File: src/rtl/core/smrc_pkg.sv
// shared types and constants of the small risc step engine
package smrc_pkg;

  localparam int unsigned WORD_W     = 16;
  localparam int unsigned REG_CNT    = 17;
  localparam int unsigned REG_IDX_W  = 5;
  localparam int unsigned IN_DATA_W  = 40;
  localparam int unsigned OUT_DATA_W = 72;
  localparam int unsigned KIND_W     = 2;

  localparam logic [REG_IDX_W-1:0] REG_ZERO = 5'd0;
  localparam logic [REG_IDX_W-1:0] REG_LINK = 5'd16;
  localparam logic [REG_IDX_W-1:0] REG_LAST = 5'd16;

  typedef logic [WORD_W-1:0]    word_t;
  typedef logic [REG_IDX_W-1:0] reg_idx_t;

  // transaction kinds on the input stream
  typedef enum logic [KIND_W-1:0] {
    KIND_WRITE_MEM = 2'd0,
    KIND_STEP      = 2'd1,
    KIND_READ_MEM  = 2'd2,
    KIND_READ_REG  = 2'd3
  } kind_e;

  // instruction opcodes, bits 15..12
  typedef enum logic [3:0] {
    OP_ADD   = 4'd0,
    OP_SUB   = 4'd1,
    OP_ADDI  = 4'd2,
    OP_SHIFT = 4'd3,
    OP_AND   = 4'd4,
    OP_OR    = 4'd5,
    OP_XOR   = 4'd6,
    OP_NOT   = 4'd7,
    OP_SLT   = 4'd8,
    OP_LOAD  = 4'd9,
    OP_STORE = 4'd10,
    OP_LUI   = 4'd11,
    OP_BEQ   = 4'd12,
    OP_BLT   = 4'd13,
    OP_JUMP  = 4'd14,
    OP_JAL   = 4'd15
  } op_e;

  // sequencer states
  typedef enum logic [2:0] {
    ST_CLEAR,
    ST_IDLE,
    ST_READ,
    ST_FETCH,
    ST_EXEC,
    ST_LOAD,
    ST_STORE,
    ST_DONE
  } state_e;

  // execute unit outcome
  typedef struct packed {
    logic     wr_en;
    reg_idx_t dst;
    word_t    value;
    word_t    next_pc;
    logic     load;
    logic     store;
    word_t    ls_addr;
  } alu_res_t;

  // result item, pc_now in the lowest bits
  typedef struct packed {
    word_t    read_data;
    logic     mem_written;
    word_t    reg_value;
    reg_idx_t reg_number;
    logic     reg_written;
    logic     halted;
    word_t    instruction;
    word_t    pc_now;
  } result_t;

endpackage

File: src/rtl/core/smrc_alu.sv
// instruction decode and execute for one step
module smrc_alu (
  input  smrc_pkg::word_t    ir_i,
  input  smrc_pkg::word_t    a_i,
  input  smrc_pkg::word_t    b_i,
  input  smrc_pkg::word_t    pc_i,
  output smrc_pkg::alu_res_t res_o
);
  import smrc_pkg::*;

  op_e      op;
  reg_idx_t rs;
  reg_idx_t rd;
  word_t    c4;
  word_t    c8;
  word_t    sum_ab;
  word_t    sum_c8;
  logic     lt;
  logic [7:0] neg_amt;
  logic [3:0] rsh_amt;
  word_t    shifted;
  alu_res_t res;

  // field decode
  assign op     = op_e'(ir_i[15:12]);
  assign rs     = {1'b0, ir_i[11:8]};
  assign rd     = {1'b0, ir_i[3:0]};
  assign c4     = {{12{ir_i[3]}}, ir_i[3:0]};
  assign c8     = {{8{ir_i[7]}}, ir_i[7:0]};
  assign sum_ab = a_i + b_i;
  assign sum_c8 = a_i + c8;
  assign lt     = $signed(a_i) < $signed(b_i);

  // shift: negative constant shifts left, else arithmetic right
  assign neg_amt = 8'(~ir_i[7:0] + 8'd1);
  assign rsh_amt = (ir_i[7:0] >= 8'd15) ? 4'd15 : ir_i[3:0];
  always_comb begin
    if (ir_i[7]) begin
      shifted = (neg_amt >= 8'd16) ? '0 : (a_i << neg_amt[3:0]);
    end else begin
      shifted = word_t'($signed(a_i) >>> rsh_amt);
    end
  end

  // operation select
  always_comb begin
    res         = '0;
    res.wr_en   = 1'b1;
    res.dst     = rd;
    res.next_pc = pc_i;
    res.ls_addr = sum_ab;
    case (op)
      OP_ADD:   res.value = sum_ab;
      OP_SUB:   res.value = a_i - b_i;
      OP_ADDI: begin
        res.dst   = rs;
        res.value = sum_c8;
      end
      OP_SHIFT: begin
        res.dst   = rs;
        res.value = shifted;
      end
      OP_AND:   res.value = a_i & b_i;
      OP_OR:    res.value = a_i | b_i;
      OP_XOR:   res.value = a_i ^ b_i;
      OP_NOT: begin
        res.dst   = rs;
        res.value = ~a_i;
      end
      OP_SLT:   res.value = {15'd0, lt};
      OP_LOAD:  res.load = 1'b1;
      OP_STORE: begin
        res.wr_en = 1'b0;
        res.store = 1'b1;
      end
      OP_LUI: begin
        res.dst   = rs;
        res.value = {ir_i[7:0], 8'd0};
      end
      OP_BEQ: begin
        res.wr_en = 1'b0;
        if (a_i == b_i) begin
          res.next_pc = pc_i + c4;
        end
      end
      OP_BLT: begin
        res.wr_en = 1'b0;
        if (lt) begin
          res.next_pc = pc_i + c4;
        end
      end
      OP_JUMP: begin
        res.wr_en   = 1'b0;
        res.next_pc = sum_c8;
      end
      OP_JAL: begin
        res.dst     = REG_LINK;
        res.value   = pc_i;
        res.next_pc = sum_c8;
      end
      default: res.wr_en = 1'b0;
    endcase
    // register zero is never written
    if (res.dst == REG_ZERO) begin
      res.wr_en = 1'b0;
    end
  end

  assign res_o = res;

endmodule

File: config.mk
export PLATFORM = sky130hd
export DESIGN_NAME = smrc_alu
export DESIGN_NICKNAME = d
export VERILOG_FILES = /design/src/rtl/core/smrc_pkg.sv /design/src/rtl/core/smrc_alu.sv
export SDC_FILE = /design/constraint.sdc
export NUM_CORES = 1
export LEC_CHECK = 0
export ABC_AREA = 1
export BUFFER_PORTS_ARGS = -buffer_cell sky130_fd_sc_hd__buf_2
export CELL_PAD_IN_SITES_DETAIL_PLACEMENT = 0
export CELL_PAD_IN_SITES_GLOBAL_PLACEMENT = 1
export CORE_MARGIN = 2
export CORE_UTILIZATION = 40
export DETAILED_ROUTE_END_ITERATION = 12
export PLACE_DENSITY = 0.9
export SETUP_SLACK_MARGIN = 0.5
export SYNTH_ARGS = -nofsm -noshare
export SYNTH_HDL_FRONTEND = slang
export SYNTH_SLANG_ARGS = --single-unit
File: constraint.sdc
create_clock -name vclk -period 5.42
set_clock_uncertainty 0.15 [all_clocks]
set_input_delay 0.271 -clock vclk [all_inputs]
set_output_delay 0.271 -clock vclk [all_outputs]
set_load 0.05 [all_outputs]
==> summary.txt, run 1 <==
Detailed routing
  – Final ANT Viol Nets: 0
  – TritonRoute pass-1 iters: 5
  – Total wirelength of the detailed-routed design: 33,600 um
  – Number of DRC markers after the initial detailed-route iteration: 1,093
  – Final routed wire length divided by cell count: 19.9 um
  – Via count: 10,000
  – Average vias per placed instance: between 5 and 6
  – Number of DRC violations after detailed routing: 0

Global route
  – Pin count of the biggest net entering global routing: 38
  – Total Routing Usage GR: 34.3%
  – Via count of the first global-routing pass: 8,725
  – Total gr overflow: 0
  – Global-route wire length before repair: 49,300 um
  – Number of antenna violations at the first check in global routing: 0

Layout
  – Seq Cell Count: 0
  – Clock tree buffer count of the final layout: 0
  – Area grow syn2layout: 10.3%
  – Fraction of final layout cells with drive strength greater than 1: ~11%
  – Multi-input logic area: just over 6000 um2
  – FILL cells: 2,046
  – Final Net Count: approximately 1,600
  – Total area of sequential cells: 0 um2
  – Antenna Cells: 0

Synth
  – Mean instance size in the synthesized netlist: 5.14 um2
  – Warnings, synthesis: 0
  – Count of mapped cells out of synthesis: 1,377
  – Dominant combinational cell family by area after synthesis: simple AND/OR/NAND/NOR gates
  – Post-synthesis share of cell area spent on and, or, nand and nor gates: 51.4%
  – Area leader, netlist: sky130_fd_sc_hd__nand2_1
  – Library cells used by synthesis: 46
  – Fraction of the mapped netlist area in compound gates: 17.1%
  – Mapped Area: roughly 7100 um2
  – Register area share after synthesis: 0%
  – Fraction of synthesized area in multiplexers: 0%
  – Commonest cells post-synth: sky130_fd_sc_hd__nand2_1, sky130_fd_sc_hd__nand3_1, sky130_fd_sc_hd__inv_1
  – Area contributors post-synth: sky130_fd_sc_hd__nand2_1, sky130_fd_sc_hd__nand3_1, sky130_fd_sc_hd__ha_1
  – Most common cell in the synthesized netlist: sky130_fd_sc_hd__nand2_1
  – Xor and xnor fraction of the mapped netlist area: roughly 3.0%
  – Synthesized-area fraction occupied by adder cells: 16.3%
  – Portion of synthesized cell area occupied by the leading cell type: around 23%
  – Synthesized net count: 1,531

STA
  – Final Slew Violations: 0
  – Relative max-transition margin: a little under a quarter
  – Actual slew at the worst max-slew pin: 1150 ps
  – Fin. Hold Viols: 0
  – Highest clock frequency the design can meet: between 0.2 and 0.3 GHz
  – Shortest period the worst path allows: 3910 ps
  – Setup total negative slack: 0 ps
  – Setup-failing EPs final: 0
  – Setup repair after global routing missed its margin: false
  – Share of the clock period used by the worst path: approximately 70%

Clocking
  – Post-CTS sizing: 0
  – Post-CTS Setup Bufs: 0
  – Count of hold-fix buffers inserted at cts: 0

Setup path
  – Category of the worst setup path launch point: input port
  – Required time at the worst-slack endpoint: 5000 ps
  – Setup Crit Path Kind: input port to primary output
  – Highest net fanout along the worst path: 37
  – Category of the worst setup path capture point: primary output
  – Crit path arrival time: 3490 ps

Pwr
  – Total power: 0.00103 W
  – Reported leakage power: 4.29 nW
  – Pwr Density: 132 nW/um2
  – Maximum ir drop on the vdd rail: 0.0701 mV

Floorplan
  – Die Ht: 137 um
  – Num ports: 120
  – Initial core utilization: 40.9%
  – Die Width: 137 um
  – Core outline area: 17,300 um2
  – Site row count: 48
  – Die area: 18,800 um2

Run status
  – Result of the run: finished, final reports clean

Place
  – HPWL after detailed placement: 27,800 um
  – Buffers on Ports: 120
  – Final weighted congestion in routability-driven placement: between 1 and 1.5

Job
  – Max-cap violations: 0

Min path
  – Type of the tightest min-delay check: input port to primary output
cell usage in the layout, fill, tap and decap left out, types with 3 or more instances in the layout:
cell type	instances
sky130_fd_sc_hd__nand2_1	434
sky130_fd_sc_hd__nand3_1	230
sky130_fd_sc_hd__inv_1	160
sky130_fd_sc_hd__buf_2	120
sky130_fd_sc_hd__nor2_1	100
sky130_fd_sc_hd__ha_1	86
sky130_fd_sc_hd__a21oi_1	74
sky130_fd_sc_hd__o21ai_0	54
sky130_fd_sc_hd__o22ai_1	26
sky130_fd_sc_hd__nand4_1	24
sky130_fd_sc_hd__nor3_1	18
sky130_fd_sc_hd__xor2_1	15
sky130_fd_sc_hd__o211ai_1	13
sky130_fd_sc_hd__inv_2	12
sky130_fd_sc_hd__xnor2_1	9
sky130_fd_sc_hd__o21bai_1	8
sky130_fd_sc_hd__nand3b_1	7
sky130_fd_sc_hd__or2_2	7
sky130_fd_sc_hd__nand2_2	7
sky130_fd_sc_hd__a211oi_1	6
sky130_fd_sc_hd__buf_4	5
sky130_fd_sc_hd__clkinv_1	4
sky130_fd_sc_hd__nor4_1	4
sky130_fd_sc_hd__fa_1	4
sky130_fd_sc_hd__a21boi_0	3
sky130_fd_sc_hd__a21oi_2	3
sky130_fd_sc_hd__o21a_1	3
sky130_fd_sc_hd__a21o_1	3
sky130_fd_sc_hd__o2111ai_1	3
sky130_fd_sc_hd__a31oi_1	3
worst max-delay path, cell delays in order:
cell                      delay, ps
sky130_fd_sc_hd__buf_2          470
sky130_fd_sc_hd__inv_1          420
sky130_fd_sc_hd__ha_1           730
sky130_fd_sc_hd__inv_1          350
sky130_fd_sc_hd__o21ai_0        300
sky130_fd_sc_hd__nand2_1        100
sky130_fd_sc_hd__nand3_1         80
sky130_fd_sc_hd__nand3_1        100
sky130_fd_sc_hd__a21oi_1        130
sky130_fd_sc_hd__nand2_1        160
sky130_fd_sc_hd__nand3_1        110
sky130_fd_sc_hd__buf_2          260
cell families (layout without fill, tap and decap cells):
group,after synthesis,after routing
buf+inv,216,302
fa+ha+maj,90,90
xor+xnor,24,24
compound gates,207,207
simple gates,840,840
final timing paths:
kind,startpoint,slack (ps),to,depth (start not counted)
worst min-delay path,pc_i[2],840,res_o[20],4
worst max-delay path,ir_i[0],1510,res_o[48],12
area by class of cell:
type / count / share of cell area (%)
inverter: 177 / 8.53
multi-input combinational: 1161 / 79.7
timing repair buffer: 125 / 8.18
tap: 225 / 3.61
where the power goes:
| group | switching [W] | internal [W] | total (W) | leakage, nW |
|---|---|---|---|---|
| logic | 0.000758 | 0.000273 | 0.00103 | 4.29 |
| registers | 0 | 0 | 0 | 0 |
| clock network | 0 | 0 | 0 | 0 |
| total | 0.000758 | 0.000273 | 0.00103 | 4.29 |
metal layers:
metal | vias to the layer above | wire [um] | share of wire [%] | global-route usage, %
li1 | 4771 | - | - | -
met5 | - | 0 | 0 | 0
met2 | 589 | 14200 | 42 | 52.7
met1 | 4563 | 14200 | 42 | 47.7
met4 | 0 | 1630 | 4.9 | 12.8
met3 | 89 | 3570 | 11 | 5.56
stage by stage:
step                      instance area (um2)  cells  hold slack, ps  setup slack, ps  util (%)
after global routing                     7800   1688             861             1230      45.1
after CTS                                7800   1688             843             1620      45.1
final                                    7800   1688             840             1510      45.1
after floorplan                          7070   1377             624             2420         -
after global placement                   7800   1688             841             1600      45.1
after detailed placement                 7800   1688             843             1620      45.1
No activity file was read; power rests on OpenSTA's default activity.
==> run 2: changes to the inputs <==
Clock period 5.42 ns to 3.8 ns, I/O delays scaled along.
==> run 2 against run 1 <==
Net effect: flip-flop and latch count is the same; first-iteration DRC count grew 4.0%; worst setup slack lost 930 ps; count of clock-buffer cells in the layout is the same; core utilization grew 1.7 points; non-clock buffer count grew 31; final cell count grew 1.8%; critical path depth grew 4; combinational power grew 46%.
==> summary.txt, run 2 (synthesized netlist as in run 1, its figures left out) <==
Run status
  – Result of the run: finished, final reports clean

STA
  – Final Slew Violations: 0 (unchanged)
  – Highest clock frequency the design can meet: between 0.3 and 0.4 GHz
  – Setup repair after global routing missed its margin: true
  – Setup-failing EPs final: 0 (unchanged)
  – Fin. Hold Viols: 0 (unchanged)
  – Shortest period the worst path allows: 3220 ps
  – Actual slew at the worst max-slew pin: 847 ps (-307 ps)
  – Setup total negative slack: 0 ps (unchanged)
  – Relative max-transition margin: 43.4% (+21 points)
  – Share of the clock period used by the worst path: 84.7%
  – Final worst setup slack: 581 ps (-928 ps)

Floorplan
  – Initial core utilization: 40.9% (unchanged)
  – Num ports: 120 (unchanged)
  – Site row count: 48 (unchanged)
  – Die Ht: 137 um (unchanged)
  – Core outline area: 17,300 um2 (unchanged)
  – Die Width: 137 um (unchanged)
  – Die area: 18,800 um2 (unchanged)

Global route
  – Number of antenna violations at the first check in global routing: 0 (unchanged)
  – Global-route track usage on met2: 54.4% (+1.7 points)
  – Total gr overflow: 0 (unchanged)
  – Met3 Resource Use GR: 4.93% (-0.63 points)
  – Pin count of the biggest net entering global routing: 34 (-11%)
  – Global Route met1 Usage: 48.0% (+0.35 points)
  – Global-route wire length before repair: 50,200 um (+1.8%)
  – Highest-utilization routing layer at the global route stage: met2
  – Total Routing Usage GR: 34.9% (+0.61 points)
  – Via count of the first global-routing pass: 9,019 (+3.4%)

Place
  – Buffers on Ports: 120 (unchanged)
  – HPWL after detailed placement: 28,300 um (+1.9%)
  – Final weighted congestion in routability-driven placement: 1.04 (about the same)
  – Post-Place Setup Slack: 315 ps (-1300 ps)
  – Cell Count Post-Placement: 1,718 (+1.8%)

Setup path
  – Critical path's top delay family: simple AND/OR/NAND/NOR gates
  – Highest net fanout along the worst path: 11 (-70%)
  – Source of the critical timing path: a_i[3]
  – Setup Crit Path Kind: input port to primary output
  – Slowest library cell on the worst path: sky130_fd_sc_hd__ha_2
  – Category of the worst setup path launch point: input port
  – List of cells traversed by the critical path: buf_2 -> inv_1 -> ha_2 -> inv_2 -> a21oi_2 -> o21ai_2 -> nand2_1 -> nand2_2 -> nand2_2 -> nand3_2 -> nand2_4 -> nand2_1 -> nand2_4 -> nand2_1 -> nand3_1 -> buf_2
  – Buffers and inverters on the worst path: 4 (unchanged)
  – Crit path arrival time: 2880 ps (-610 ps)
  – Required time at the worst-slack endpoint: 3460 ps (-1540 ps)
  – Largest stage delay, worst path: 420 ps (-310 ps)
  – Category of the worst setup path capture point: primary output
  – Dominant cell type by count on the critical path: sky130_fd_sc_hd__nand2_1

Layout
  – Clock tree buffer count of the final layout: 0 (unchanged)
  – Seq Cell Count: 0 (unchanged)
  – Fraction of final layout cells with drive strength greater than 1: 13.7% (+2.7 points)
  – Most common cell after layout, fill and taps aside: sky130_fd_sc_hd__nand2_1
  – Antenna Cells: 0 (unchanged)
  – Non-filler instance count after layout: 1,719 (+1.8%)
  – Area grow syn2layout: 14.5%
  – Commonest non-fill, non-tap cells in the layout: sky130_fd_sc_hd__nand2_1, sky130_fd_sc_hd__nand3_1, sky130_fd_sc_hd__inv_1, sky130_fd_sc_hd__buf_2, sky130_fd_sc_hd__nor2_1
  – Total area of sequential cells: 0 um2 (unchanged)
  – Final Net Count: 1,650 (+1.9%)

Pwr
  – Pwr Density: 185 nW/um2 (+40%)
  – Maximum ir drop on the vdd rail: 0.106 mV (+51%)
  – Total power: 0.00150 W (+45%)
  – Reported leakage power: 4.44 nW (+3.4%)

Job
  – Max-cap violations: 0 (unchanged)

Detailed routing
  – Number of DRC violations after detailed routing: 0 (unchanged)
  – Average vias per placed instance: 5.84 (-1.6%)
  – Number of DRC markers after the initial detailed-route iteration: 1,137 (+4.0%)
  – Final ANT Viol Nets: 0 (unchanged)
  – Final routed wire length divided by cell count: 19.7 um (-1.1%)
  – Via count: 10,000 (+0.24%)
  – TritonRoute pass-1 iters: 6 (+1)
  – Total wirelength of the detailed-routed design: 33,800 um (+0.70%)

Min path
  – Type of the tightest min-delay check: input port to primary output
  – Hold Startpoint: ir_i[8]
run 2: changes by cell type in the layout (fill, tap and decap cells not counted), sizes merged:
cell | previous run | this run
buf | 125 | 155
clkbuf | 0 | 1
clkinvlp | 0 | 1
inv | 172 | 171
run 2: metrics by stage:
stage               cell area [um2]  hold WS, ps  utilization (%)
global route                   8100          689             46.8
floorplan                      7070          462                -
detailed placement             8030          664             46.4
global placement               8030          659             46.4
CTS                            8040          665             46.5
finish                         8100          661             46.8
run 2: repair_timing:
item,CTS,global route
endpoints found under the setup margin,8,22
hold buffers,0,0
resized for setup,3,15
setup buffers,0,1
endpoints found under the hold margin,0,0
run 2: worst paths after layout:
kind / cells after the start / slack (ps) / end
hold / removal: 4 / 660 / res_o[50]
setup / recovery: 16 / 580 / res_o[18]
run 2: where the power goes:
part	internal (W)	switching, W
clock network	0	0
logic	0.000416	0.00108
registers	0	0
run 2: routing by layer:
| metal | up-vias | routed length [um] |
|---|---|---|
| met5 | - | 0 |
| met1 | 4597 | 14500 |
| met3 | 78 | 3290 |
| met4 | 0 | 1650 |
| li1 | 4831 | - |
| met2 | 530 | 14400 |
run 2: worst min-delay path: cells and delay by family:
| kind | cells | cell delay [ps] |
|---|---|---|
| buf+inv | 3 | 350 |
| compound gates | 1 | 70 |
run 2: area by class of cell:
type / count / area (um2)
well taps: 225 / 282
inverters: 177 / 671
fillers: 2026 / 9200
multi-input cells: 1161 / 6270
repair buffers: 156 / 873
