[src/rtl/core/smrc_pkg.sv]
// shared types and constants of the small risc step engine
package smrc_pkg;

  localparam int unsigned WORD_W     = 16;
  localparam int unsigned REG_CNT    = 17;
  localparam int unsigned REG_IDX_W  = 5;
  localparam int unsigned IN_DATA_W  = 40;
  localparam int unsigned OUT_DATA_W = 72;
  localparam int unsigned KIND_W     = 2;

  localparam logic [REG_IDX_W-1:0] REG_ZERO = 5'd0;
  localparam logic [REG_IDX_W-1:0] REG_LINK = 5'd16;
  localparam logic [REG_IDX_W-1:0] REG_LAST = 5'd16;

  typedef logic [WORD_W-1:0]    word_t;
  typedef logic [REG_IDX_W-1:0] reg_idx_t;

  // transaction kinds on the input stream
  typedef enum logic [KIND_W-1:0] {
    KIND_WRITE_MEM = 2'd0,
    KIND_STEP      = 2'd1,
    KIND_READ_MEM  = 2'd2,
    KIND_READ_REG  = 2'd3
  } kind_e;

  // instruction opcodes, bits 15..12
  typedef enum logic [3:0] {
    OP_ADD   = 4'd0,
    OP_SUB   = 4'd1,
    OP_ADDI  = 4'd2,
    OP_SHIFT = 4'd3,
    OP_AND   = 4'd4,
    OP_OR    = 4'd5,
    OP_XOR   = 4'd6,
    OP_NOT   = 4'd7,
    OP_SLT   = 4'd8,
    OP_LOAD  = 4'd9,
    OP_STORE = 4'd10,
    OP_LUI   = 4'd11,
    OP_BEQ   = 4'd12,
    OP_BLT   = 4'd13,
    OP_JUMP  = 4'd14,
    OP_JAL   = 4'd15
  } op_e;

  // sequencer states
  typedef enum logic [2:0] {
    ST_CLEAR,
    ST_IDLE,
    ST_READ,
    ST_FETCH,
    ST_EXEC,
    ST_LOAD,
    ST_STORE,
    ST_DONE
  } state_e;

  // execute unit outcome
  typedef struct packed {
    logic     wr_en;
    reg_idx_t dst;
    word_t    value;
    word_t    next_pc;
    logic     load;
    logic     store;
    word_t    ls_addr;
  } alu_res_t;

  // result item, pc_now in the lowest bits
  typedef struct packed {
    word_t    read_data;
    logic     mem_written;
    word_t    reg_value;
    reg_idx_t reg_number;
    logic     reg_written;
    logic     halted;
    word_t    instruction;
    word_t    pc_now;
  } result_t;

endpackage

[src/rtl/core/smrc_regfile.sv]
// register file, two registered read ports, per-entry valid bits for reset
module smrc_regfile (
  input  logic               clk_i,
  input  logic               rst_ni,
  input  logic               we_i,
  input  smrc_pkg::reg_idx_t waddr_i,
  input  smrc_pkg::word_t    wdata_i,
  input  smrc_pkg::reg_idx_t raddr_a_i,
  input  smrc_pkg::reg_idx_t raddr_b_i,
  output smrc_pkg::word_t    rdata_a_o,
  output smrc_pkg::word_t    rdata_b_o
);
  import smrc_pkg::*;

  word_t              regs_q [REG_CNT];
  logic [REG_CNT-1:0] valid_q;
  word_t              rdata_a_q;
  word_t              rdata_b_q;
  logic               hit_a_q;
  logic               hit_b_q;

  // storage
  always_ff @(posedge clk_i) begin
    if (we_i) begin
      regs_q[waddr_i] <= wdata_i;
    end
    rdata_a_q <= regs_q[raddr_a_i];
    rdata_b_q <= regs_q[raddr_b_i];
  end

  // valid bits: an entry never written reads as zero
  always_ff @(posedge clk_i or negedge rst_ni) begin
    if (!rst_ni) begin
      valid_q <= '0;
      hit_a_q <= 1'b0;
      hit_b_q <= 1'b0;
    end else begin
      if (we_i) begin
        valid_q[waddr_i] <= 1'b1;
      end
      hit_a_q <= (raddr_a_i <= REG_LAST) && valid_q[raddr_a_i];
      hit_b_q <= (raddr_b_i <= REG_LAST) && valid_q[raddr_b_i];
    end
  end

  assign rdata_a_o = hit_a_q ? rdata_a_q : '0;
  assign rdata_b_o = hit_b_q ? rdata_b_q : '0;

endmodule

[config.mk]
export PLATFORM = sky130hd
export DESIGN_NAME = smrc_regfile
export DESIGN_NICKNAME = d
export VERILOG_FILES = /design/src/rtl/core/smrc_pkg.sv /design/src/rtl/core/smrc_regfile.sv
export SDC_FILE = /design/constraint.sdc
export NUM_CORES = 1
export LEC_CHECK = 0
export ABC_AREA = 1
export BUFFER_PORTS_ARGS = -buffer_cell sky130_fd_sc_hd__buf_2
export CAP_MARGIN = 20
export CELL_PAD_IN_SITES_DETAIL_PLACEMENT = 2
export CELL_PAD_IN_SITES_GLOBAL_PLACEMENT = 2
export CORE_MARGIN = 1
export CORE_UTILIZATION = 41
export DETAILED_ROUTE_END_ITERATION = 8
export PLACE_DENSITY = 0.88
export SYNTH_ARGS = -nofsm -noshare
export SYNTH_HDL_FRONTEND = slang
export SYNTH_SLANG_ARGS = --single-unit
export TNS_END_PERCENT = 100
[constraint.sdc]
create_clock -name clk_i -period 2.8 [get_ports clk_i]
set_clock_uncertainty 0.2 [all_clocks]
set_input_delay 0.56 -clock clk_i [delete_from_list [all_inputs] [get_ports clk_i]]
set_output_delay 0.56 -clock clk_i [all_outputs]
set_load 0.1 [all_outputs]
==> results summary, run 1 <==
The run finished with clean final reports. The number of DRC violations after detailed-routing iteration 0 came out at 1189. The area of the placeable core is 0.0377 mm2. The placed instances occupy a cell area of 0.0167 mm2. The worst setup path is launched from a register. The hold violation total from the final report is 0. The largest buffer count on any clock path came out at 3. The number of global-route vias before repair is 15900. The final setup violation count came out at 0.

Walking the worst path, the cells encountered are buf_4 > nand2_1 > inv_1 > buf_2. The final net count came out at 1901. The largest net degree at the start of global routing came out at 154. The count of synthesis-stage warnings from yosys is 0. The number of nets produced by synthesis came out at 1854. The post-synthesis adder-cell area fraction is 0%. The flip-flop and latch count after synthesis came out at 323. The critical path arrival is 1.82 ns.

Summed over all layers, the routed wires come to 68600 um. Summing all flip-flop and latch instances after layout gives 0.00928 mm2. The stage delay of the slowest cell on the critical path came out at 0.42 ns. The fraction of final layout cells with drive strength greater than 1 is 10.9%.

The cell type group with the largest total delay on the critical path is buffers and inverters. The dominant combinational cell family by area after synthesis is simple AND/OR/NAND/NOR gates. The highest attainable clock frequency is 388 MHz. The TritonCTS clock tree is yes.

The footprint of the multi-input gates came out at 0.00547 mm2. The switching share of total power is 28.1%. The cell row count came out at 71. The number of cells produced by synthesis is 1820. STA classifies the critical path endpoint as an output pin. Counting the fill cells in the layout gives 4190. After synthesis the cells add up to 0.0157 mm2.

The sum of overflow across all layers after global routing is 0. The part of the total power dissipated in combinational logic came out at 12.6%. Of the total synthesized cell area, the portion taken by XOR and XNOR cells is 0%. The number of buffers inserted during clock tree synthesis came out at 37. The average wire per cell in the routed design came out at 28.5 um. In the layout the commonest cells are nand2_1, nand3_1, edfxtp_1, nor2_1, inv_1. The total die area came out at 0.0390 mm2. The H-tree was split into 2 levels. The switching power is 3.26 mW.

The highest fanout seen on the critical path came out at 16. From bottom edge to top edge, the die measures 197 um. The count of input and output buffers came out at 65. Once the floorplan was initialized, standard cells occupied 41.6% of the core. Clock tree synthesis found a total of 323 sinks.

The mux contribution to synthesized area came out at 0%. For this run, design rule violations remaining after detail routing come to 0. The class of the most critical hold timing path is in2reg.

The final cell area excluding filler cells came out at 0.0178 mm2. The final weighted congestion of routability-driven global placement is 0.812. The detail route stage leaves a number of antenna-violating nets equal to 0.

The first global-routing pass estimated 103000 um of wire. The highest ir drop seen on vdd is 0.385 mV. The tightest slew margin relative to the limit came out at 45.5%. The total internal power came out at 8.35 mW.

In this run the mean area of a mapped cell was 8.61 um2. Relative to the synthesized area, the layout overhead comes to 13.9%. Of the total power, the clock network draws 40.8%. The width of the chip came out at 197 um. Setup repair after global routing left no endpoint under its margin. The detailed-routing iteration count for the pre-antenna-repair pass is 5.

The final critical path takes up 92.0% of the cycle. The cell sitting at the root of the clock tree is a clkbuf_16. The buffer and inverter count on the worst path came out at 3. Summing the sequential cell areas from Yosys gives 59.3% of the chip area.

Across every metal layer, demand over resource in global routing totals 36.1%. Summing the areas of all compound-gate instances in the mapped netlist gives 3.07% of the synthesized area. After clock tree synthesis, the clock-pin slew on the worst setup and hold paths is 0.06 ns. The simple logic cell fraction of the synthesized area came out at 31.6%. The part of the power in registers is 46.6%.

At the later pin of the worst-skew pair, clock insertion delay measures 0.54 ns. Summed over all failing endpoints, the final setup total negative slack is 0 ns. The number of violations of the max-capacitance limit is 0.

The max-slew violation count came out at 0. The required time reported for the critical path endpoint is 2.04 ns. Using the TritonRoute via totals, the vias-per-cell ratio works out to 5.93. Detailed placement ended at an HPWL of 38500 um. The count of buffers added by post-CTS timing repair for setup came out at 0. The leading cell type in the layout, fill and taps excluded is nand2_1. The post-CTS resize count came out at 0. Summed over all cells, the static leakage comes to 7.53 nW.

The cell area power density is 651 mW/mm2. The number of ports placed on the die boundary came out at 66. The post-cts hold buffer count came out at 1.

The number of antenna violations at the first check in global routing came to 2. For this design, the slowest cell found on the critical path is buf_2. The total via count in the routed design is 14300. For the pin with the worst max-slew slack, the measured transition is 0.817 ns. The critical path is of the reg2out type. The number of library cell types mapped by synthesis is 25. The time the worst path needs with I/O delays and setup is 2.58 ns.
[registers in the layout (all words and copies together), names as in the netlist]
name and cells:
valid_q 17, rdata_b_q 16, regs_q 272, hit_b_q 1
rdata_a_q 16, hit_a_q 1
[tightest hold or removal path, cell delays in order]
cell     delay, ns
buf_2         0.12
nand2_1       0.06
inv_1         0.07
a21oi_2       0.03
[final cells by class]
cell class                      instances  share of cell area (%)
Antenna cell                            2                  0.0280
Tap cell                              511                    3.58
Timing Repair Buffer                  122                    5.38
Clock buffer                           60                    6.14
Clock inverter                          8                   0.231
Multi-Input combinational cell       1293                    30.7
Inverter                               90                    1.94
Sequential cell                       323                    52.0
[metrics by stage]
stage / total power, mW / setup slack [ns] / hold slack [ns] / util (%) / instances
6_report: 11.6 / 0.224 / 0.151 / 47.4 / 2409
3_5_place_dp: 6.92 / 0.414 / 0.276 / 44.3 / 2338
5_1_grt: 11.9 / 0.180 / 0.167 / 47.4 / 2409
3_3_place_gp: 6.84 / 0.501 / 0.253 / 44.3 / 2338
2_1_floorplan: 6.38 / 0.594 / 0.0644 / - / 1820
4_1_cts: 11.6 / 0.201 / 0.135 / 47.4 / 2407
[power groups by stage]
stage	combinational, mW	sequential (mW)	clock [mW]
after CTS	1.45	5.41	4.76
after floorplan	0.908	5.47	0
final	1.47	5.41	4.73
after global placement	1.34	5.49	0
after global routing	1.56	5.41	4.92
after detailed placement	1.41	5.51	0
[worst paths after layout]
path,start,endpoint,slack (ns),cells after the start
max reg2reg,regs_q[4][12],rdata_a_q[12],1.16,8
min reg2reg,regs_q[16][10],rdata_a_q[10],0.29,2
min,raddr_b_i[4],hit_b_q,0.15,4
max in group asynchronous,rst_ni,valid_q[9],1.70,2
max,hit_a_q,rdata_a_o[10],0.22,4
min in group asynchronous,rst_ni,valid_q[1],0.34,2
[routing by layer]
layer / vias to the layer above / global-route usage [%] / wire length, um
met4: 0 / 19.0 / 3570
met2: 672 / 63.4 / 34700
met5: - / 0 / 0
met3: 211 / 4.58 / 4260
met1: 7298 / 43.1 / 26100
li1: 6097 / - / -
[synth_stat cells, drive strengths merged]
| cell | instances | area [um2] |
|---|---|---|
| a21oi | 28 | 159 |
| nand3 | 322 | 1610 |
| or2 | 8 | 50.1 |
| edfxtp | 272 | 8170 |
| clkinv | 3 | 11.3 |
| nor3 | 1 | 5.00 |
| nor2 | 183 | 697 |
| nand2 | 687 | 2580 |
| dfrtp | 19 | 475 |
| o211ai | 3 | 22.5 |
| buf | 83 | 492 |
| dfxtp | 32 | 641 |
| o21ai | 60 | 300 |
| inv | 87 | 332 |
| clkbuf | 31 | 118 |
| nand4 | 1 | 6.26 |
[cells by family after synthesis]
logic type / count (synthesis)
AOI/OAI and AO/OA: 91
buffers and inverters: 204
DFF: 323
and+or+nand+nor: 1202
Power figures use the tool's default switching activity.
==> inputs of run 2 (changes only) <==
- RECOVER_POWER: not set -> 100
==> results summary, run 2 (synthesized netlist as in run 1, its figures left out) <==
The flow ran to the end, and the final reports show no timing, DRC or antenna violations. The endpoint identified for the worst register-to-register timing path is rdata_a_q[12]. The post-placement worst setup slack came out at 0.414 ns. IR analysis of the VDD net gives a maximum drop of 0.386 mV. The average via count per standard cell is 5.96. The half-perimeter wire length after placement came out at 38500 um. The width of the chip came out at 197 um. The library cell used most frequently in the layout, excluding fill and tap cells, is nand2_1. The clock-pin transition on the worst setup and hold timing paths came out at 0.06 ns.

For this design, the slowest cell found on the critical path is clkbuf_2. Setup repair after global routing left no endpoint under its margin. The largest registers in the layout are regs_q: 272 flops, valid_q: 17 flops. The fraction of final layout cells with drive strength greater than 1 came out at 8.91%. The number of DRC violations after detailed-routing iteration 0 came out at 1160. The required time reported for the critical path endpoint is 2.04 ns. The register-to-register setup slack came out at 1.18 ns. The cell family contributing the most delay on the critical path is buffers and inverters. The layout overhead on the synthesized area came out at 12.6%. The count of input and output buffers is 65.

The highest attainable clock frequency is 381 MHz. The count of cells along the worst hold path came out at 4. The sum of overflow across all layers after global routing is 0. In this run the worst path has a maximum fanout of 16. The largest net degree at the start of global routing is 154.

The hold violation total from the final report was 0. The clock latency on the worst-skew pair is 0.54 ns. The initial cell density of the core is 41.6%. In this run the core area contains 71 standard-cell rows. The detailed-route wire length came out at 68800 um. The worst hold path belongs to the class in2reg. The area occupied by registers is 0.00928 mm2. For the pin with the worst max-slew slack, the measured transition is 1.41 ns. Across the run, the number of max-cap violations was 0. The critical path goes through buf_4 > nand2_1 > inv_1 > clkbuf_2.

The part of the total power dissipated in combinational logic came out at 12.5%. The critical path in this run is classified as reg2out. Internal power comes to 8.34 mW. The switching share of total power came out at 28.1%. The first TritonRoute pass finished after 5 iterations. The cell area power density came out at 657 mW/mm2. For the worst flop-to-flop path, the logic depth is 8. The first-pass GRT wire length is 103000 um. The top cell types in the final layout, fill and taps aside, are nand2_1, nand3_1, edfxtp_1, nor2_1, inv_1. The standby leakage power is 7.39 nW. The number of buffers inserted during clock tree synthesis came out at 37. The max-slew violation count was 0. In this run the remaining antenna-violating nets after routing total 0. The final net count is 1901. The number of antenna violations at the first check in global routing was 3.

The type of destination of the critical path is an output pin. In the final timing run, aggregate negative setup slack is 0 ns. The total via count in the routed design came out at 14400. The time the worst path needs with I/O delays and setup is 2.63 ns. The reg-to-reg critical path startpoint is regs_q[13][12]. The worst setup margin came out at 0.173 ns.

The part of the power in registers is 46.7%. The final cell area excluding filler cells came out at 0.0176 mm2. The height of the die is 197 um. The average wire per cell in the routed design is 28.6 um.

The post-route clock period utilization is 93.8%. The number of clock sinks is 323. The count of H-tree levels built during CTS is 2. The multi-input combinational cells in the finished layout cover a total of 0.00545 mm2. The critical path arrival is 1.87 ns. At the end of routability-driven placement, the weighted congestion stood at 0.812.

Summed over all nets, the switching power comes to 3.26 mW. The number of global-route vias before repair came out at 15900. The number of ports placed on the die boundary is 66. The total die area came out at 0.0390 mm2. Headroom to the max-slew limit came out at 6.28%. The buffer and inverter count on the worst path came out at 3.

The area of the placeable core is 0.0377 mm2. The number of flip-flops in the largest register came out at 272. The worst hold path terminates at hit_b_q.

In this run the most critical hold path is launched from raddr_b_i[4]. The largest single stage delay on the critical path is 0.45 ns. The part of the total power dissipated in the clock network is 40.8%. After filler insertion, the fill cell instance count of the layout stands at 4234. Counting along the longest clock path gives a buffer depth of 3. The worst setup path is launched from a register.

Ranked by flip-flop count, first place goes to regs_q. The CTS root buffer is clkbuf_16. Summing all placed instances gives a cell area of 0.0167 mm2. Setup violations remaining at the end of the flow were counted as 0. For this run, design rule violations remaining after detail routing come to 0. Global routing consumed, over all layers together, 36.1% of the routing resources.

The TritonCTS clock tree is yes.
run 2: cell types whose count changed in the layout (fill, tap and decap cells not counted), moves of 2 or more:
cell | before | now
buf_2 | 63 | 11
nor2_2 | 18 | 10
clkbuf_1 | 17 | 45
clkbuf_2 | 0 | 47
buf_4 | 42 | 24
nor2_1 | 164 | 172
buf_12 | 16 | 9
a21oi_2 | 5 | 3
a21oi_1 | 23 | 25
run 2: how the worst max path moves through the flow:
stage / start / to / slack (ns) / depth (start not counted)
floorplan: hit_a_q / rdata_a_o[10] / 0.59 / 4
global placement: raddr_b_i[0] / rdata_b_q[14] / 0.50 / 8
detailed placement: raddr_b_i[0] / rdata_b_q[14] / 0.41 / 8
CTS: hit_a_q / rdata_a_o[10] / 0.20 / 4
global route: raddr_a_i[0] / rdata_a_q[5] / 0.13 / 11
finish: hit_a_q / rdata_a_o[10] / 0.17 / 4
run 2: layer usage:
| layer | part of all wire, % | track usage, % |
|---|---|---|
| met1 | 39 | 43.1 |
| met2 | 50 | 63.4 |
| met5 | 0.033 | 0 |
| met3 | 5.7 | 4.58 |
| met4 | 5.2 | 19.0 |
run 2: per-stage QoR:
step                cells  hold WS [ns]  power (mW)  utilization [%]
finish               2410         0.151        11.6             46.8
global route         2409         0.167        11.9             46.8
CTS                  2407         0.135        11.6             47.4
detailed placement   2338         0.276        6.92             44.3
global placement     2338         0.253        6.84             44.3
floorplan            1820        0.0644        6.38                -
run 2: area by class of cell:
class / count / share of cell area [%]
clock inverters: 8 / 0.234
clock buffers: 60 / 6.21
well taps: 511 / 3.62
diodes: 3 / 0.0426
inverters: 90 / 1.96
repair buffers: 122 / 4.45
multi-input cells: 1293 / 30.9
flip-flops and latches: 323 / 52.6
run 2: worst reg2reg max path, delay by kind of cell, from the launching register on:
kind,cells,cell delay [ns]
flip-flops,1,0.41
AND/OR/NAND/NOR,8,0.85
run 2: repair_timing:
action                                 in CTS  in global routing
hold buffers                                1                  0
endpoints found under the hold margin      19                  0
resized for setup                           0                  0
setup buffers                               0                  0
run 2: power by group through the flow:
stage,Clock [mW],Sequential [mW],Combinational [mW]
floorplan,0,5.47,0.908
global placement,0,5.49,1.34
detailed placement,0,5.51,1.41
CTS,4.76,5.41,1.45
global route,4.92,5.42,1.54
finish,4.73,5.41,1.45
==> inputs of run 3 (changes only) <==
- ABC_AREA: 1 -> not set
- CORE_UTILIZATION: 41 -> 43
- PLACE_DENSITY: 0.88 -> 0.77
==> results summary, run 3 <==
The most used flip-flop cell after synthesis is edfxtp_1. For this design the ratio of total power to cell area is 688 mW/mm2. By count the netlist is led by edfxtp_1, mux4_2, mux2i_1. The largest buffer count on any clock path came out at 3. The clock-pin transition on the worst setup and hold timing paths is 0.05 ns.

The register with the most flip-flops in the final layout is regs_q. Across every metal layer, demand over resource in global routing totals 27.2%. The standard cell area after detailed placement is 0.0155 mm2. The part of the total power dissipated in combinational logic is 11.3%.

In the final layout, the registers with the most flip-flops are regs_q: 272 flops, valid_q: 17 flops. The fraction of the yosys area taken by sequential cells came out at 65.0%. The number of global-route vias before repair was 9668. By instance count, the leading cell after synthesis is edfxtp_1. The required time reported for the critical path endpoint came out at 2.70 ns. The max-slew violation count is 36. The total negative slack is 0 ns. The non-filler instance count after layout is 1350. The total internal power came out at 8.49 mW. The number of ports placed on the die boundary came out at 66. The final net count is 915. The time the worst path needs with I/O delays and setup is 2.63 ns. The die covers 0.0339 mm2. The count of input and output buffers is 65. The netlist area before placement is 0.0143 mm2. The count of synthesis-stage warnings from yosys is 0. Clock tree synthesis selected as its root buffer the cell clkbuf_16. The part of the total power dissipated in the clock network is 40.2%. The floorplan has 66 rows. The switching power is 2.77 mW. The worst setup path is launched from an input pin.

Setup violations remaining at the end of the flow were counted as 0. The number of buffers inserted during clock tree synthesis came out at 36. The highest ir drop seen on vdd came out at 0.296 mV.

The detail route stage leaves a number of antenna-violating nets equal to 0. After floorplanning, the core was sized to cover 0.0326 mm2. The synthesized design contains 323 register bits. The library cell used most frequently in the layout, excluding fill and tap cells, is edfxtp_1. The detailed-routing iteration count for the pre-antenna-repair pass came out at 5. After detailed routing, the average wire length per cell comes to 33.2 um. The largest net degree at the start of global routing is 68. The mean post-synth cell area came out at 18.2 um2. The highest fanout seen on the critical path is 17. The critical path arrival is 2.53 ns. The switching share of total power came out at 24.6%. TritonCTS built the clock tree. The total via count in the routed design is 8641. The DRC violation count after routing is 0. The sum of overflow across all layers after global routing is 0. After synthesis, the cell types taking the most area are edfxtp_1, mux4_2, dfxtp_1. The fraction of final layout cells with drive strength greater than 1 came out at 30.4%. The path class of the tightest hold or removal check is reg2reg. The number of DRC violations after detailed-routing iteration 0 came out at 834. The number of antenna violations at the first check in global routing came out at 2. The first-pass GRT wire length is 65100 um. Summed over all layers, the routed wires come to 44800 um.

The congestion estimate from routability-driven global placement came to 0.795. The height of the die came out at 184 um. The standby leakage power is 5.62 nW.

The critical path is of the in2reg type. Measured in cells, the most critical reg-to-reg path has a length of 4. Relative to the synthesized area, the layout overhead comes to 14.6%. The count of cells along the worst hold path is 1. Yosys mapped a number of flops with a built-in enable equal to 272.

In the finished design, the share of the clock period the worst path needs comes to 93.8%. The number of nets produced by synthesis came out at 818. The actual slew at the worst max-slew pin is 1.67 ns. The flow ran to the end, but the final reports show violations. The half-perimeter wire length after placement came out at 27300 um. In the layout the commonest cells are edfxtp_1, mux4_2, mux2i_1, clkbuf_2, clkbuf_1. The number of clock sinks is 323. The checks that failed: capacitance limit, slew limit. The initial cell density of the core is 43.8%.

Hold is met by 0.286 ns. The tightest slew margin relative to the limit is -11.6%. The highest attainable clock frequency is 381 MHz. Sequential cells burn 48.4% of the power. The type of destination of the critical path is a register.

At the later pin of the worst-skew pair, clock insertion delay measures 0.52 ns. The number of library cell types mapped by synthesis came out at 34. Counting tap cells, the placed design contains a total of 1284 instances. Setup repair after global routing left no endpoint under its margin. The proportion of synthesized flip-flops having asynchronous set or reset is 5.88%. The width of the chip came out at 184 um. Synthesis handed over a netlist of 784 instances. The count of H-tree levels built during CTS came out at 2. The leading area contributor after synthesis is edfxtp_1. The final cell area excluding filler cells is 0.0164 mm2. The number of violations of the max-capacitance limit is 2. After filler insertion, the fill cell instance count of the layout stands at 2890. The number of flip-flops in the largest register came out at 272.

The count of buffers added by post-CTS timing repair for setup came out at 0. The hold violation total from the final report is 0. The top cell type's share of synthesized area came out at 57.2%. The final design utilization came out at 50.2%.

The average via count per standard cell came out at 6.40.
-- run 3: repair_timing --
item | 4_1_cts | 5_1_grt
hold endpoints to repair | 19 | 0
hold buffers | 1 | 0
gates resized for setup | 0 | 0
-- run 3: cell families (layout without fill, tap and decap cells) --
| family | count (synthesis) | count (layout) | share of synthesized area [%] |
|---|---|---|---|
| and+or+nand+nor | 108 | 108 | 4.44 |
| muxes | 176 | 176 | 22.4 |
| buffers and inverters | 56 | 178 | 2.34 |
| DFF | 323 | 323 | 65.0 |
| other | 0 | 2 | 0 |
| AOI/OAI and AO/OA | 121 | 121 | 5.76 |
-- run 3: final timing paths --
| kind | from | to | slack (ns) |
|---|---|---|---|
| hold reg to reg | regs_q[16][13] | rdata_a_q[13] | 0.29 |
| setup reg to reg | regs_q[14][2] | rdata_a_q[2] | 1.00 |
| min in group asynchronous | rst_ni | valid_q[12] | 0.56 |
| max in group asynchronous | rst_ni | valid_q[0] | 1.19 |
| setup / recovery | waddr_i[4] | regs_q[7][14] | 0.17 |
| hold / removal | regs_q[16][13] | rdata_a_q[13] | 0.29 |
-- run 3: layout make-up --
| cell class | count | area [um2] | area share [%] |
|---|---|---|---|
| clock inverters | 9 | 93.8 | 0.573 |
| multi-input cells | 405 | 4690 | 28.6 |
| diodes | 2 | 5.00 | 0.0306 |
| well taps | 442 | 553 | 3.38 |
| clock buffers | 54 | 1020 | 6.23 |
| flip-flops and latches | 323 | 9280 | 56.7 |
| repair buffers | 115 | 723 | 4.42 |
-- run 3: critical path, stage by stage --
cell and delay (ns):
clkbuf_1 0.11, or3b_2 0.56, nor2_2 0.10, dlymetal6s4s_1 1.18
-- run 3: through the flow --
| step | setup WS, ns | power, mW |
|---|---|---|
| floorplan | 0.0867 | 6.42 |
| global placement | 0.403 | 6.76 |
| detailed placement | 0.348 | 6.83 |
| CTS | 0.239 | 11.4 |
| global route | 0.121 | 11.6 |
| finish | 0.174 | 11.3 |
-- run 3: power by group through the flow --
stage	logic [mW]	registers, mW	clock network (mW)
finish	1.28	5.46	4.53
global route	1.34	5.46	4.77
CTS	1.30	5.45	4.60
detailed placement	1.29	5.55	0
global placement	1.24	5.52	0
floorplan	0.914	5.51	0
-- run 3: layer usage --
metal	vias to the layer above	part of all wire (%)	global-route usage (%)	routed length, um
li1	3455	-	-	-
met1	4641	40	35.8	17900
met2	416	50	45.6	22400
met3	129	6.1	4.13	2750
met4	0	3.7	10.7	1660
met5	-	0	0	0
